### src/rpa_pkg.sv
`default_nettype none

package rpa_pkg;

    // sizes of the page store
    localparam int NUM_PAGES = 32768;
    localparam int REF_WIDTH = 8;
    localparam int PAGE_W    = $clog2(NUM_PAGES);
    localparam int DEPTH_W   = PAGE_W + 1;

    // widths fixed by the request and response fields
    localparam int PG_FIELD_W  = 15;
    localparam int END_W       = 16;
    localparam int CNT_FIELD_W = 8;

    // apb map
    localparam int PADDR_W  = 3;
    localparam int PDATA_W  = 32;
    localparam logic REG_FIRST = 1'b0;
    localparam logic REG_END   = 1'b1;

    localparam logic [REF_WIDTH-1:0] CNT_MAX = {REF_WIDTH{1'b1}};

    typedef enum logic [1:0] {
        CMD_ALLOC = 2'd0,
        CMD_FREE  = 2'd1,
        CMD_INCR  = 2'd2,
        CMD_READ  = 2'd3
    } cmd_t;

    typedef enum logic [2:0] {
        STAT_OK        = 3'd0,
        STAT_RANGE     = 3'd1,
        STAT_EMPTY     = 3'd2,
        STAT_SATURATED = 3'd3,
        STAT_FREE_ZERO = 3'd4
    } status_t;

    typedef struct packed {
        cmd_t                  cmd;
        logic [PG_FIELD_W-1:0] page_index;
    } req_t;

    typedef struct packed {
        status_t                status;
        logic [PG_FIELD_W-1:0]  page_out;
        logic [CNT_FIELD_W-1:0] ref_count;
        logic                   page_released;
    } rsp_t;

    typedef struct packed {
        logic [PG_FIELD_W-1:0] free_first_page;
        logic [END_W-1:0]      free_end_page;
    } cfg_t;

endpackage

`default_nettype wire

### src/rpa_cfg.sv
`default_nettype none

module rpa_cfg (
    input  wire logic                         clk,
    input  wire logic                         rst_n,
    input  wire logic                         psel,
    input  wire logic                         penable,
    input  wire logic                         pwrite,
    input  wire logic [rpa_pkg::PADDR_W-1:0]  paddr,
    input  wire logic [rpa_pkg::PDATA_W-1:0]  pwdata,
    output logic      [rpa_pkg::PDATA_W-1:0]  prdata,
    output logic                              pready,
    output rpa_pkg::cfg_t                     cfg
);

    logic [rpa_pkg::PG_FIELD_W-1:0] first_reg;
    logic [rpa_pkg::END_W-1:0]      end_reg;
    logic                           wr_en;

    assign pready = 1'b1;
    assign wr_en  = psel && penable && pwrite;

    // word aligned: bit 2 picks the register
    always_ff @(posedge clk or negedge rst_n)
    begin
        if (!rst_n)
        begin
            first_reg <= '0;
            end_reg   <= '0;
        end
        else if (wr_en)
        begin
            unique case (paddr[2])
                rpa_pkg::REG_FIRST: first_reg <= pwdata[rpa_pkg::PG_FIELD_W-1:0];
                rpa_pkg::REG_END:   end_reg   <= pwdata[rpa_pkg::END_W-1:0];
                default:            first_reg <= first_reg;
            endcase
        end
    end

    always_comb
    begin
        unique case (paddr[2])
            rpa_pkg::REG_FIRST: prdata = rpa_pkg::PDATA_W'(first_reg);
            rpa_pkg::REG_END:   prdata = rpa_pkg::PDATA_W'(end_reg);
            default:            prdata = '0;
        endcase
    end

    assign cfg.free_first_page = first_reg;
    assign cfg.free_end_page   = end_reg;

endmodule

`default_nettype wire

### config.mk
export PLATFORM = sky130hd
export DESIGN_NAME = rpa_cfg
export DESIGN_NICKNAME = d
export VERILOG_FILES = /design/src/rpa_pkg.sv /design/src/rpa_cfg.sv
export SDC_FILE = /design/constraint.sdc
export NUM_CORES = 1
export LEC_CHECK = 0
export BUFFER_PORTS_ARGS = -buffer_cell sky130_fd_sc_hd__buf_2
export CAP_MARGIN = 30
export CORE_MARGIN = 10
export CORE_UTILIZATION = 25
export DETAILED_ROUTE_END_ITERATION = 8
export SLEW_MARGIN = 40
export SYNTH_ARGS = -nofsm -noshare
export SYNTH_HDL_FRONTEND = slang
export SYNTH_SLANG_ARGS = --single-unit
### constraint.sdc
create_clock -name clk -period 3.7 [get_ports clk]
set_input_delay 1.11 -clock clk [delete_from_list [all_inputs] [get_ports clk]]
set_output_delay 1.11 -clock clk [all_outputs]
set_load 0.01 [all_outputs]
==> metrics.md <==
| Metric | Value |
|---|---|
| Post-detailed-route count of antenna-violating nets | `0` |
| Gate count after technology mapping | `103` |
| # clock sinks | `31` |
| Max FFs per register | `16` |
| RSZ-0062 raised after global routing | `no` |
| Post-detailed-routing wire length | `3.87 mm` |
| Synth unique cells | `11` |
| Synth Area per Inst | `15.1 sq um` |
| Slowest cell on the critical path | `buf_2` |
| TritonCTS clock tree | `built` |
| Number of gates given a new drive strength after cts | `0` |
| Area growth from synthesis to layout | `26.2%` |
| Routed wire length on met2 | `1.48 mm` |
| Clock-pin slew reported for the worst setup and hold paths after clock tree synthesis | `70 ps` |
| Total I/O pin count | `104` |
| Global-route wire length before repair | `6.45 mm` |
| Number of register bits inferred by synthesis | `31` |
| Pwr dens | `549 nW/um^2` |
| Final estimated routing congestion in global placement | `0.659` |
| Utilization after layout | `32.9%` |
| Residual DRC | `0` |
| Required time of the worst setup path | `2590 ps` |
| Latest clock arrival within the worst-skew pair | `270 ps` |
| GRT Util Overall | `8.20%` |
| Sum of negative setup slack | `0 ps` |
| Root buffer selected by CTS | `clkbuf_8` |
| Cell-internal power | `0.733 mW` |
| Hold buffer count at cts | `0` |
| Sequential cell fraction of total power | `43.3%` |
| Via count of the first global-routing pass | `1211` |
| Post-DP HPWL | `2.93 mm` |
| Clock period minus final worst setup slack | `3150 ps` |
| H-tree lvl count | `2` |
| Initial antenna violation count | `0` |
| Critical path data arrival time | `2040 ps` |
| Most frequent cells in the layout | `buf_2 (67), mux2_2 (36), dfrtp_1 (31), conb_1 (17), mux2_4 (10)` |
| Chip Height | `99.0 microns` |
| Maximum number of pins on one net before global-route repair | `32` |
| Total number of vias | `1020` |
| Routed length on met3 | `640 microns` |
| Post-synthesis cell area | `1560 sq um` |
| Clock Power Share | `24.2%` |
| Fin. max-slew vios | `0` |
| Number of diodes added for antenna fixing | `0` |
| Buffers & Inverters on Critical Path | `2` |
| Outcome | `finished, final reports clean` |
| Kind of cell with the highest combined delay on the critical path | `buffers and inverters` |
| Fraction of the cycle the final worst path needs | `85.1%` |
| Cells along the critical path | `buf_2, mux2_2, buf_2` |
| Peak clock frequency supported by timing | `0.318 GHz` |
| Design Power | `1.08 mW` |
| Area of the placeable core | `5990 sq um` |
| Starting density of the core | `26.0%` |
| Number of nets at the end of the flow | `212` |
| Average wire per standard cell | `15.6 microns` |
| Crit path capture type | `primary output` |
| CTS Buf Count | `5` |
| Relative contribution of combinational cells to total power | `32.5%` |
| Net Sw Frac | `32.2%` |
| Die outline area | `9800 sq um` |
| Number of violations reported at the end of detailed-routing iteration 0 | `9` |
| Sequential fraction of the synthesis area | `49.8%` |
| Metal1 wirelength | `1.70 mm` |
| Number of maximum-capacitance violations | `0` |
| Share of post-route cells with drive strength above 1 | `71.1%` |
| Total count of hold-check failures in the final report | `0` |
| Number of buffers added for setup after CTS | `0` |
| Critical Setup Path Class | `in2out` |
| Kind of path behind the tightest hold check | `reg2reg` |
| Worst IR Drop VDD | `0.187 mV` |
| Cell row count | `28` |
| Count of endpoints failing setup in the final report | `0` |
| Cell seen most often among critical-path stages | `buf_2` |
| Most common library cell in the layout ignoring fill and taps | `buf_2` |
| Max layer used | `met4` |
| Leak pwr | `1.02 nW` |
| Total iterations of the first detailed-routing run | `3` |
| Width of the die | `99.0 microns` |
| P_sw | `0.348 mW` |
| Final worst-path setup slack | `551 ps` |
| Total of warnings raised by yosys | `0` |
| Worst slack, placed | `519 ps` |
| Worst-case clock buffer depth | `2` |
| Number of vias per cell | `4.11` |
| Element type at the critical path start | `input pin` |
| Highest net fanout along the worst path | `18` |
| Worst stage delay on the critical path | `390 ps` |
| # port buffers | `68` |
| Aggregate global routing overflow | `0` |
| Worst-case clock skew | `0 ps` |
## power groups by stage
stage	sequential, mW	combinational [mW]	clock [mW]
6_report	0.468	0.351	0.261
5_1_grt	0.483	0.385	0.291
3_5_place_dp	0.472	0.360	0
4_1_cts	0.469	0.360	0.276
3_3_place_gp	0.471	0.353	0
2_1_floorplan	0.502	0.177	0
## path summary, 6_finish.rpt
kind	startpoint	to	slack [ps]	cells past startpoint
setup / recovery	paddr[2]	prdata[10]	550	3
hold / removal	end_reg[4]$_DFFE_PN0P_	end_reg[4]$_DFFE_PN0P_	530	1
setup reg to reg	first_reg[11]$_DFFE_PN0P_	first_reg[11]$_DFFE_PN0P_	2910	1
hold reg to reg	end_reg[4]$_DFFE_PN0P_	end_reg[4]$_DFFE_PN0P_	530	1
max in group asynchronous	rst_n	first_reg[2]$_DFFE_PN0P_	2630	1
min in group asynchronous	rst_n	first_reg[14]$_DFFE_PN0P_	760	1
## synth_stat cells, drive strengths merged
master | instances | area share [%]
mux2 | 46 | 36
dfrtp | 31 | 50
conb | 2 | 0.48
and2 | 1 | 0.40
nand4 | 1 | 1.4
nand4b | 1 | 1.5
buf | 20 | 10
clkbuf | 1 | 0.88
## layout make-up
class                           count  area (sq um)
Clock buffer                        6          72.6
Clock inverter                      2          12.5
Timing Repair Buffer               68           343
Tap cell                           75          93.8
Multi-Input combinational cell     66           671
Fill cell                         592          4020
Sequential cell                    31           776
## layer usage
layer	global-route usage, %	up-vias
li1	-	461
met1	10.3	484
met2	10.2	70
met3	6.49	5
met4	2.65	0
met5	0	-
## kinds of logic (layout without fill, tap and decap cells)
| family | count (synthesis) | in the layout | synth area share [%] |
|---|---|---|---|
| flops | 31 | 31 | 49.8 |
| mux | 46 | 46 | 35.6 |
| buf+inv | 21 | 76 | 10.8 |
| other cells | 2 | 17 | 0.482 |
| simple gates | 3 | 3 | 3.29 |
## metrics by stage
stage	cells	cell area (sq um)	hold WS [ps]
6_report	248	1970	531
5_1_grt	248	1970	554
4_1_cts	248	1970	529
3_5_place_dp	240	1880	509
3_3_place_gp	240	1880	511
2_1_floorplan	118	1620	563
(Power assumes the default switching activity.)
